`src/design/iids_pkg.sv`:
```
// Package for the indexed insert/delete stack.
// Holds the command and status codes and the controller/datapath interface types.
// No dependencies.
`default_nettype none

package iids_pkg;

  // Command codes carried on the input channel.
  localparam logic [1:0] CMD_PUSH   = 2'd0;
  localparam logic [1:0] CMD_POP    = 2'd1;
  localparam logic [1:0] CMD_INSERT = 2'd2;
  localparam logic [1:0] CMD_REMOVE = 2'd3;

  // Status codes carried on the result channel.
  localparam logic [1:0] ST_OK    = 2'd0;
  localparam logic [1:0] ST_EMPTY = 2'd1;
  localparam logic [1:0] ST_RANGE = 2'd2;
  localparam logic [1:0] ST_FULL  = 2'd3;

  // Commands from the controller to the datapath.
  typedef struct packed {
    logic cap;       // latch the accepted input transfer
    logic start;     // load the move pointers for the latched command
    logic pop_rd;    // read the top entry for a pop
    logic shift_rd;  // read one entry of a move sequence
    logic place;     // write the new word at its final address
    logic finish;    // commit the count and load the result registers
  } dp_cmd_t;

  // Status from the datapath to the controller.
  typedef struct packed {
    logic [1:0] status;     // outcome of the latched command
    logic       is_put;     // push or insert
    logic       is_pop;     // plain pop
    logic       no_moves;   // no entries need to move
    logic       last_move;  // the current move read is the final one
  } dp_stat_t;

endpackage

`default_nettype wire

```
`src/design/indexed_insert_delete_stack.sv`:
```
// Top level of the indexed insert/delete stack.
// Instantiates iids_ctrl and iids_datapath; uses iids_pkg for interface types.
`default_nettype none

// Bounded LIFO stack of signed 32-bit words, position 0 being the top, with push,
// pop, insert at a position and remove at a position. Every accepted command gives
// one result with a status and the entry count after the command. The entries sit
// in a memory with a read and a write port, the bottom at address 0, so inserting
// or removing at position p moves p entries, one per cycle through the ports. A pop,
// a remove at the top or any command that ends in an error goes from evaluation
// straight to the result; a remove or an insert at a deeper position first moves
// its entries and drains the last write; a push or an insert then places the new
// word. The block is ready for the next command once the result is loaded. The
// result waits in an output register, and the block goes on with the next command
// while it waits; that command holds in its last step until the held result has
// been taken. The memory needs no clearing after reset; count and control state
// are reset.
module indexed_insert_delete_stack #(
  parameter int DEPTH = 16
) (
  input  wire                     clk,
  input  wire                     rst_n,
  input  wire                     in_valid,
  output logic                    in_stall,
  input  wire logic [1:0]         in_cmd,
  input  wire logic signed [31:0] in_value,
  input  wire logic [4:0]         in_position,
  output logic                    out_valid,
  input  wire                     out_stall,
  output logic signed [31:0]      out_popped_value,
  output logic [1:0]              out_status,
  output logic [4:0]              out_count
);
  import iids_pkg::*;

  dp_cmd_t  dp_cmd;
  dp_stat_t dp_stat;

  // Command sequencer.
  iids_ctrl u_ctrl (
    .clk       (clk),
    .rst_n     (rst_n),
    .in_valid  (in_valid),
    .in_stall  (in_stall),
    .out_valid (out_valid),
    .out_stall (out_stall),
    .dp_stat   (dp_stat),
    .dp_cmd    (dp_cmd)
  );

  // Storage and arithmetic.
  iids_datapath #(
    .DEPTH (DEPTH)
  ) u_datapath (
    .clk              (clk),
    .rst_n            (rst_n),
    .in_cmd           (in_cmd),
    .in_value         (in_value),
    .in_position      (in_position),
    .dp_cmd           (dp_cmd),
    .dp_stat          (dp_stat),
    .out_popped_value (out_popped_value),
    .out_status       (out_status),
    .out_count        (out_count)
  );

  // The controller issues at most one sequencing command per cycle; the pop read comes with start.
  a_one_cmd: assert property (@(posedge clk) disable iff (!rst_n)
    $onehot0({dp_cmd.cap, dp_cmd.start, dp_cmd.shift_rd, dp_cmd.place, dp_cmd.finish}))
    else $error("controller issued overlapping datapath commands");

  // A held result is never overwritten.
  a_no_overwrite: assert property (@(posedge clk) disable iff (!rst_n)
    dp_cmd.finish |-> !(out_valid && out_stall))
    else $error("result register loaded while a result was still held");

  // An accepted transfer is evaluated in the next cycle.
  a_eval_follows: assert property (@(posedge clk) disable iff (!rst_n)
    (in_valid && !in_stall) |=> dp_cmd.start)
    else $error("accepted command was not evaluated");

endmodule

`default_nettype wire

```
`src/design/iids_datapath.sv`:
```
// Datapath of the indexed insert/delete stack: entry memory, count, move pointers
// and result registers. Uses iids_pkg for codes and the controller interface types.
`default_nettype none

module iids_datapath #(
  parameter int DEPTH = 16
) (
  input  wire                      clk,
  input  wire                      rst_n,
  input  wire logic [1:0]          in_cmd,
  input  wire logic signed [31:0]  in_value,
  input  wire logic [4:0]          in_position,
  input  wire iids_pkg::dp_cmd_t   dp_cmd,
  output iids_pkg::dp_stat_t       dp_stat,
  output logic signed [31:0]       out_popped_value,
  output logic [1:0]               out_status,
  output logic [4:0]               out_count
);
  import iids_pkg::*;

  localparam int AW   = $clog2(DEPTH);
  localparam int CW   = $clog2(DEPTH + 1);
  localparam int CMPW = (CW > 5) ? CW : 5;

  // Stack storage; the bottom entry lives at address 0.
  logic signed [31:0] mem [DEPTH];
  logic signed [31:0] rd_data_r;

  // Latched command.
  logic [1:0]         cmd_r;
  logic signed [31:0] value_r;
  logic [4:0]         pos_r;

  // Control state.
  logic [CW-1:0] cnt_r;
  logic          wr_pend_r;

  // Move sequencing.
  logic [AW-1:0] rd_ptr_r;
  logic [AW-1:0] wr_addr_r;
  logic [AW-1:0] t_r;
  logic [4:0]    rem_r;
  logic          dir_up_r;

  logic [CMPW-1:0] cnt_ext;
  logic [CMPW-1:0] pos_ext;
  logic [CMPW-1:0] base_ext;
  logic [CMPW-1:0] top_ext;
  logic [CMPW-1:0] cnt_new_ext;
  logic [4:0]      mpos;
  logic [1:0]      status;
  logic            is_put;
  logic            is_take;
  logic [AW-1:0]   base_addr;
  logic [AW-1:0]   top_addr;
  logic            mem_rd_en;
  logic [AW-1:0]   mem_rd_addr;
  logic            mem_wr_en;
  logic [AW-1:0]   mem_wr_addr;
  logic signed [31:0] mem_wr_data;

  // Input latch.
  always_ff @(posedge clk) begin
    if (dp_cmd.cap) begin
      cmd_r   <= in_cmd;
      value_r <= in_value;
      pos_r   <= in_position;
    end
  end

  // Decode the latched command against the current count.
  always_comb begin
    cnt_ext = CMPW'(cnt_r);
    pos_ext = CMPW'(pos_r);
    is_put  = (cmd_r == CMD_PUSH) || (cmd_r == CMD_INSERT);
    is_take = !is_put;
    mpos    = ((cmd_r == CMD_INSERT) || (cmd_r == CMD_REMOVE)) ? pos_r : 5'd0;
    status  = ST_OK;
    case (cmd_r)
      CMD_PUSH: begin
        if (cnt_ext == CMPW'(DEPTH)) status = ST_FULL;
      end
      CMD_POP: begin
        if (cnt_ext == '0) status = ST_EMPTY;
      end
      CMD_INSERT: begin
        if (pos_ext > cnt_ext) status = ST_RANGE;
        else if (cnt_ext == CMPW'(DEPTH)) status = ST_FULL;
      end
      CMD_REMOVE: begin
        if (pos_ext == '0) begin
          if (cnt_ext == '0) status = ST_EMPTY;
        end else if (!(pos_ext < cnt_ext)) begin
          status = ST_RANGE;
        end
      end
      default: status = ST_OK;
    endcase
  end

  // Address arithmetic: the word at position p sits at address count-1-p.
  assign base_ext  = cnt_ext - CMPW'(mpos);
  assign top_ext   = cnt_ext - CMPW'(1);
  assign base_addr = base_ext[AW-1:0];
  assign top_addr  = top_ext[AW-1:0];

  // Count after the command.
  always_comb begin
    cnt_new_ext = cnt_ext;
    if (status == ST_OK) begin
      if (is_put) cnt_new_ext = cnt_ext + CMPW'(1);
      else if (is_take) cnt_new_ext = cnt_ext - CMPW'(1);
    end
  end

  assign dp_stat.status    = status;
  assign dp_stat.is_put    = is_put;
  assign dp_stat.is_pop    = (cmd_r == CMD_POP);
  assign dp_stat.no_moves  = (mpos == 5'd0);
  assign dp_stat.last_move = (rem_r == 5'd1);

  // Move pointers; a put walks down from the top, a take walks up.
  always_ff @(posedge clk) begin
    if (dp_cmd.start) begin
      rem_r    <= mpos;
      rd_ptr_r <= is_put ? top_addr : base_addr;
      t_r      <= base_addr;
      dir_up_r <= is_take;
    end else if (dp_cmd.shift_rd) begin
      rem_r     <= rem_r - 5'd1;
      rd_ptr_r  <= dir_up_r ? (rd_ptr_r + AW'(1)) : (rd_ptr_r - AW'(1));
      wr_addr_r <= dir_up_r ? (rd_ptr_r - AW'(1)) : (rd_ptr_r + AW'(1));
    end
  end

  // Each move read is followed by a pending write of its registered read data.
  always_ff @(posedge clk) begin
    if (!rst_n) begin
      wr_pend_r <= 1'b0;
    end else begin
      wr_pend_r <= dp_cmd.shift_rd;
    end
  end

  // Memory port selection.
  assign mem_rd_en   = dp_cmd.shift_rd || dp_cmd.pop_rd;
  assign mem_rd_addr = dp_cmd.pop_rd ? top_addr : rd_ptr_r;
  assign mem_wr_en   = wr_pend_r || dp_cmd.place;
  assign mem_wr_addr = wr_pend_r ? wr_addr_r : t_r;
  assign mem_wr_data = wr_pend_r ? rd_data_r : value_r;

  // Entry memory with registered read data.
  always_ff @(posedge clk) begin
    if (mem_wr_en) mem[mem_wr_addr] <= mem_wr_data;
    if (mem_rd_en) rd_data_r <= mem[mem_rd_addr];
  end

  // Entry count.
  always_ff @(posedge clk) begin
    if (!rst_n) begin
      cnt_r <= '0;
    end else if (dp_cmd.finish) begin
      cnt_r <= cnt_new_ext[CW-1:0];
    end
  end

  // Result registers.
  always_ff @(posedge clk) begin
    if (dp_cmd.finish) begin
      out_popped_value <= ((cmd_r == CMD_POP) && (status == ST_OK)) ? rd_data_r : 32'sd0;
      out_status       <= status;
      out_count        <= cnt_new_ext[4:0];
    end
  end

endmodule

`default_nettype wire

```
`src/design/iids_ctrl.sv`:
```
// Controller of the indexed insert/delete stack: sequences each command through
// evaluation, entry moves, placement and result delivery. Uses iids_pkg types.
`default_nettype none

module iids_ctrl (
  input  wire                     clk,
  input  wire                     rst_n,
  input  wire                     in_valid,
  output logic                    in_stall,
  output logic                    out_valid,
  input  wire                     out_stall,
  input  wire iids_pkg::dp_stat_t dp_stat,
  output iids_pkg::dp_cmd_t       dp_cmd
);
  import iids_pkg::*;

  localparam logic [2:0] S_IDLE  = 3'd0;
  localparam logic [2:0] S_EVAL  = 3'd1;
  localparam logic [2:0] S_SHIFT = 3'd2;
  localparam logic [2:0] S_DRAIN = 3'd3;
  localparam logic [2:0] S_PLACE = 3'd4;
  localparam logic [2:0] S_DONE  = 3'd5;

  logic [2:0] state_r;
  logic [2:0] state_nxt;
  logic       out_valid_r;
  logic       out_valid_nxt;
  logic       slot_free;

  assign slot_free = !out_valid_r || !out_stall;
  assign in_stall  = (state_r != S_IDLE);
  assign out_valid = out_valid_r;

  // Next state and datapath commands.
  always_comb begin
    state_nxt = state_r;
    dp_cmd    = '0;
    case (state_r)
      S_IDLE: begin
        if (in_valid) begin
          dp_cmd.cap = 1'b1;
          state_nxt  = S_EVAL;
        end
      end
      S_EVAL: begin
        dp_cmd.start = 1'b1;
        if (dp_stat.status != ST_OK) begin
          state_nxt = S_DONE;
        end else if (dp_stat.is_pop) begin
          dp_cmd.pop_rd = 1'b1;
          state_nxt     = S_DONE;
        end else if (dp_stat.no_moves) begin
          state_nxt = dp_stat.is_put ? S_PLACE : S_DONE;
        end else begin
          state_nxt = S_SHIFT;
        end
      end
      S_SHIFT: begin
        dp_cmd.shift_rd = 1'b1;
        if (dp_stat.last_move) state_nxt = S_DRAIN;
      end
      S_DRAIN: begin
        state_nxt = dp_stat.is_put ? S_PLACE : S_DONE;
      end
      S_PLACE: begin
        dp_cmd.place = 1'b1;
        state_nxt    = S_DONE;
      end
      S_DONE: begin
        if (slot_free) begin
          dp_cmd.finish = 1'b1;
          state_nxt     = S_IDLE;
        end
      end
      default: state_nxt = S_IDLE;
    endcase
  end

  // The result register fills on finish and empties on a transfer.
  always_comb begin
    out_valid_nxt = out_valid_r;
    if (dp_cmd.finish) out_valid_nxt = 1'b1;
    else if (!out_stall) out_valid_nxt = 1'b0;
  end

  // State registers.
  always_ff @(posedge clk) begin
    if (!rst_n) begin
      state_r     <= S_IDLE;
      out_valid_r <= 1'b0;
    end else begin
      state_r     <= state_nxt;
      out_valid_r <= out_valid_nxt;
    end
  end

endmodule

`default_nettype wire
```
`config.mk`:
```
export PLATFORM = sky130hd
export DESIGN_NAME = indexed_insert_delete_stack
export DESIGN_NICKNAME = d
export VERILOG_FILES = /design/src/design/iids_pkg.sv /design/src/design/indexed_insert_delete_stack.sv /design/src/design/iids_datapath.sv /design/src/design/iids_ctrl.sv
export SDC_FILE = /design/constraint.sdc
export NUM_CORES = 1
export LEC_CHECK = 0
export ABC_AREA = 0
export BUFFER_PORTS_ARGS = -buffer_cell sky130_fd_sc_hd__buf_2
export CAP_MARGIN = 20
export CORE_UTILIZATION = 40
export DETAILED_ROUTE_END_ITERATION = 10
export GPL_TIMING_DRIVEN = 0
export HOLD_SLACK_MARGIN = 0.02
export PLACE_DENSITY = 0.56
export SLEW_MARGIN = 20
export SYNTH_ARGS = -nofsm -noshare
export SYNTH_HDL_FRONTEND = slang
export SYNTH_SLANG_ARGS = --single-unit
```
`constraint.sdc`:
```
create_clock -name clk -period 11.4 [get_ports clk]
set_input_delay 2.28 -clock clk [delete_from_list [all_inputs] [get_ports clk]]
set_output_delay 2.28 -clock clk [all_outputs]
set_load 0.01 [all_outputs]
```
==> impl_metrics.yaml <==
status:
  status: "finished clean"
setup_path:
  worst-path-buf-inv: 7
  crit-reg2reg-launch: "u_datapath.cnt_ext[0]"
  r2r-end: "u_datapath.rd_data_r[29]"
  endpoint_kind: "flip-flop"
  worst_ep_required_time_ns: 11.76
  crit_end: "u_datapath.rd_data_r[29]"
  crit_top_cell: "clkbuf_1"
  path_delay_family: "buffers and inverters"
  critPathMaxStageDelay_ns: 0.77
  critPathKind: "flip-flop to flip-flop"
  reg2reg_depth: 14
  critical_path.startpoint_type: "flip-flop"
  crit_slowest_cell: "buf_1"
  crit_chain: "inv_1, clkbuf_1, clkbuf_1, clkbuf_1, ha_1, or3b_2, clkbuf_1, nand4_1, o21ai_1, nor3_4, buf_2, buf_1, mux2_2, a2111o_1"
  startpoint: "u_datapath.cnt_ext[0]"
  path_max_fanout: 12
  r2r_setup_slack_ns: 5.00
  critPathArrivalTime_ns: 6.76
  cp.depth: 14
pwr:
  switching_share_pct: 29.8
  p_comb_share_pct: 23.0
  p_clk_share_pct: 34.5
  p_sw_w: 0.00201
  p_leak_nw: 12.0
  ir_worst_vdd_mv: 0.121
  seq_power_share_pct: 42.6
  powerDensity_mw_per_mm2: 198
  intPower_w: 0.00474
final_layout:
  final_area_sq_mm: 0.0340
  finalNonFillerCells: 3210
  multiInputGateArea_sq_mm: 0.00928
  n_fill_cell: 6220
  diodes: 0
  fin_nets: 2265
  seq_area_sq_mm: 0.0194
  final_common_cell: "edfxtp_1"
  area_delta_synth_final_pct: 16.1
  drive_above_1_share_pct: 14.8
  final_cell_mix: "640 x edfxtp_1, 202 x mux2i_1, 197 x and3_1"
synth:
  synthTopCellsByArea: "edfxtp_1 66%, mux2i_1 6.9%, and3_1 4.2%"
  synth.distinct_cells: 60
  syn_avg_cell_area_sq_um: 14.5
  synth_ff_type: "edfxtp_1"
  syn-num-nets: 2079
  ys_warn_count: 0
  ys_seq_area_share_pct: 66.2
  synth_seq_cells: 650
  async_flop_share_pct: 0
  synth_enable_flop_cells: 640
  netlist_instances: 2020
  synth_top_cell_by_area: "edfxtp_1"
  syn_area_sq_mm: 0.0293
  yosysTopAreaCellShare_pct: 65.5
clocking:
  path_clk_slew_ns: 0.06
  clk_latency_ns: 0.63
  ctsHoldBuffers: 0
  clockBufferDepth: 3
  cts.sinks: 650
  cts-resized-gates: 0
  htree_num_levels: 3
  numCtsBuffers: 73
  cts-root-buf: "clkbuf_16"
  cts_tree: "done"
  post_cts_buffers: 0
job:
  maxCapViolations: 0
timing:
  hold_viol_final: 0
  drv_slew: 0
  setup_violations: 0
  min_period_ns: 6.40
  max_freq_mhz: 156
  clock_skew_ns: 0.0285
  slew_headroom_pct: 24.2
  holdWs_ns: 0.543
  rsz0062_at_grt: "false"
  worst_pin_slew_ns: 1.14
  tns_ns: 0
  fin_crit_sh_pct: 56.2
detailed_routing:
  routedWlPerCell_um: 26.8
  vias: 19342
  drt-total-wl_um: 86000
  drt_iter0_drc: 2010
  drt_pre_antenna_iters: 7
  ant_nets: 0
  viasPerCell: 6.03
  route.detailed.drc: 0
grt:
  grt_max_degree: 22
  grt.overflow.total: 0
  grt_pass1_wl_um: 126000
  antenna_found_initial: 1
  grt_pass1_vias: 19443
  grt_use_total_pct: 23.0
place:
  dp_cells: 3080
  portBuffers: 83
  place.gp.congestion: 0.877
  dp_hpwl_um: 60000
  dpl_cell_area_sq_mm: 0.0317
floorplan:
  core_sq_mm: 0.0720
  die_width_um: 273
  dieArea_sq_mm: 0.0744
  rows: 98
  initial_core_util_pct: 40.7
  io_pins: 84
  chipHeight_um: 273
hold_path:
  hp-class: "flip-flop to flip-flop"
  hold_start: "u_datapath.rd_data_r[1]"
synthesized netlist by cell type, drive strengths merged, types with 5 or more instances:
library cell / instances
a2111o: 61
a21oi: 14
a22oi: 97
a32oi: 96
and2: 37
and3: 198
buf: 32
clkbuf: 143
dfxtp: 10
edfxtp: 640
ha: 15
inv: 20
mux2: 100
mux2i: 202
nand2: 38
nand3: 12
nor2: 65
nor3: 11
nor3b: 6
o2111ai: 5
o21ai: 113
o22ai: 29
xnor2: 13
xor2: 7
routing by layer:
metal / share of wire, % / global-route usage, % / wire [um] / up-vias
li1: - / - / - / 8483
met2: 47 / 36.7 / 40100 / 840
met4: 3.7 / 9.34 / 3220 / 2
met5: 0.015 / 0 / 13 / -
met3: 7.2 / 4.80 / 6190 / 192
met1: 42 / 30.4 / 36600 / 9825
sequential cells by signal, summed over array words and instances (netlist names):
name                         cells
u_datapath.mem                 512
u_datapath.out_popped_value     32
u_datapath.rd_data_r            32
u_datapath.value_r              32
u_datapath.cnt_ext               5
u_datapath.out_count             5
u_datapath.pos_ext               5
u_datapath.rem_r                 5
u_datapath.rd_ptr_r              4
u_datapath.t_r                   4
u_datapath.wr_addr_r             4
u_ctrl.state_r                   3
u_datapath.cmd_r                 2
u_datapath.out_status            2
u_ctrl.out_valid                 1
u_datapath.dir_up_r              1
u_datapath.wr_pend_r             1
how the worst min path moves through the flow:
stage | slack [ns] | end | depth (start not counted)
finish | 0.54 | u_datapath.out_popped_value[1] | 1
global route | 0.57 | u_datapath.out_popped_value[12] | 1
CTS | 0.54 | u_datapath.out_popped_value[1] | 1
detailed placement | 0.53 | u_datapath.out_popped_value[6] | 1
global placement | 0.53 | u_ctrl.out_valid | 2
floorplan | 0.50 | u_datapath.cnt_ext[1] | 2
per-stage QoR:
stage	setup WS (ns)	total power, W	utilization (%)
after floorplan	6.29	0.00387	-
after global placement	3.68	0.00440	43.0
after detailed placement	5.17	0.00446	44.0
after CTS	5.15	0.00679	47.3
after global routing	4.92	0.00699	47.3
final	5.00	0.00674	47.3
cells by family (layout without fill, tap and decap cells):
group	Yosys count	in the layout	share of synthesized area, %
AO/OA/AOI/OAI	447	447	11.6
multiplexers	302	302	10.7
flip-flops	650	650	66.2
AND/OR/NAND/NOR	389	389	7.47
buffers and inverters	196	436	2.68
adder cells (fa/ha/maj)	16	16	0.708
XOR/XNOR	20	20	0.597
layout make-up:
class / count / area share [%]
plain buffers: 175 / 2.08
clock buffers: 89 / 5.67
clock inverters: 40 / 1.19
inverters: 21 / 0.232
multi-input cells: 1174 / 27.3
flip-flops and latches: 650 / 57.1
well taps: 950 / 3.49
repair buffers: 111 / 3.02
power groups by stage:
stage / Clock [W] / Combinational [W] / Sequential [W]
after floorplan: 0 / 0.000959 / 0.00291
after detailed placement: 0 / 0.00154 / 0.00292
after CTS: 0.00237 / 0.00155 / 0.00287
final: 0.00232 / 0.00155 / 0.00287
after global routing: 0.00246 / 0.00165 / 0.00288
after global placement: 0 / 0.00147 / 0.00293
No activity file was read; power rests on OpenSTA's default activity.
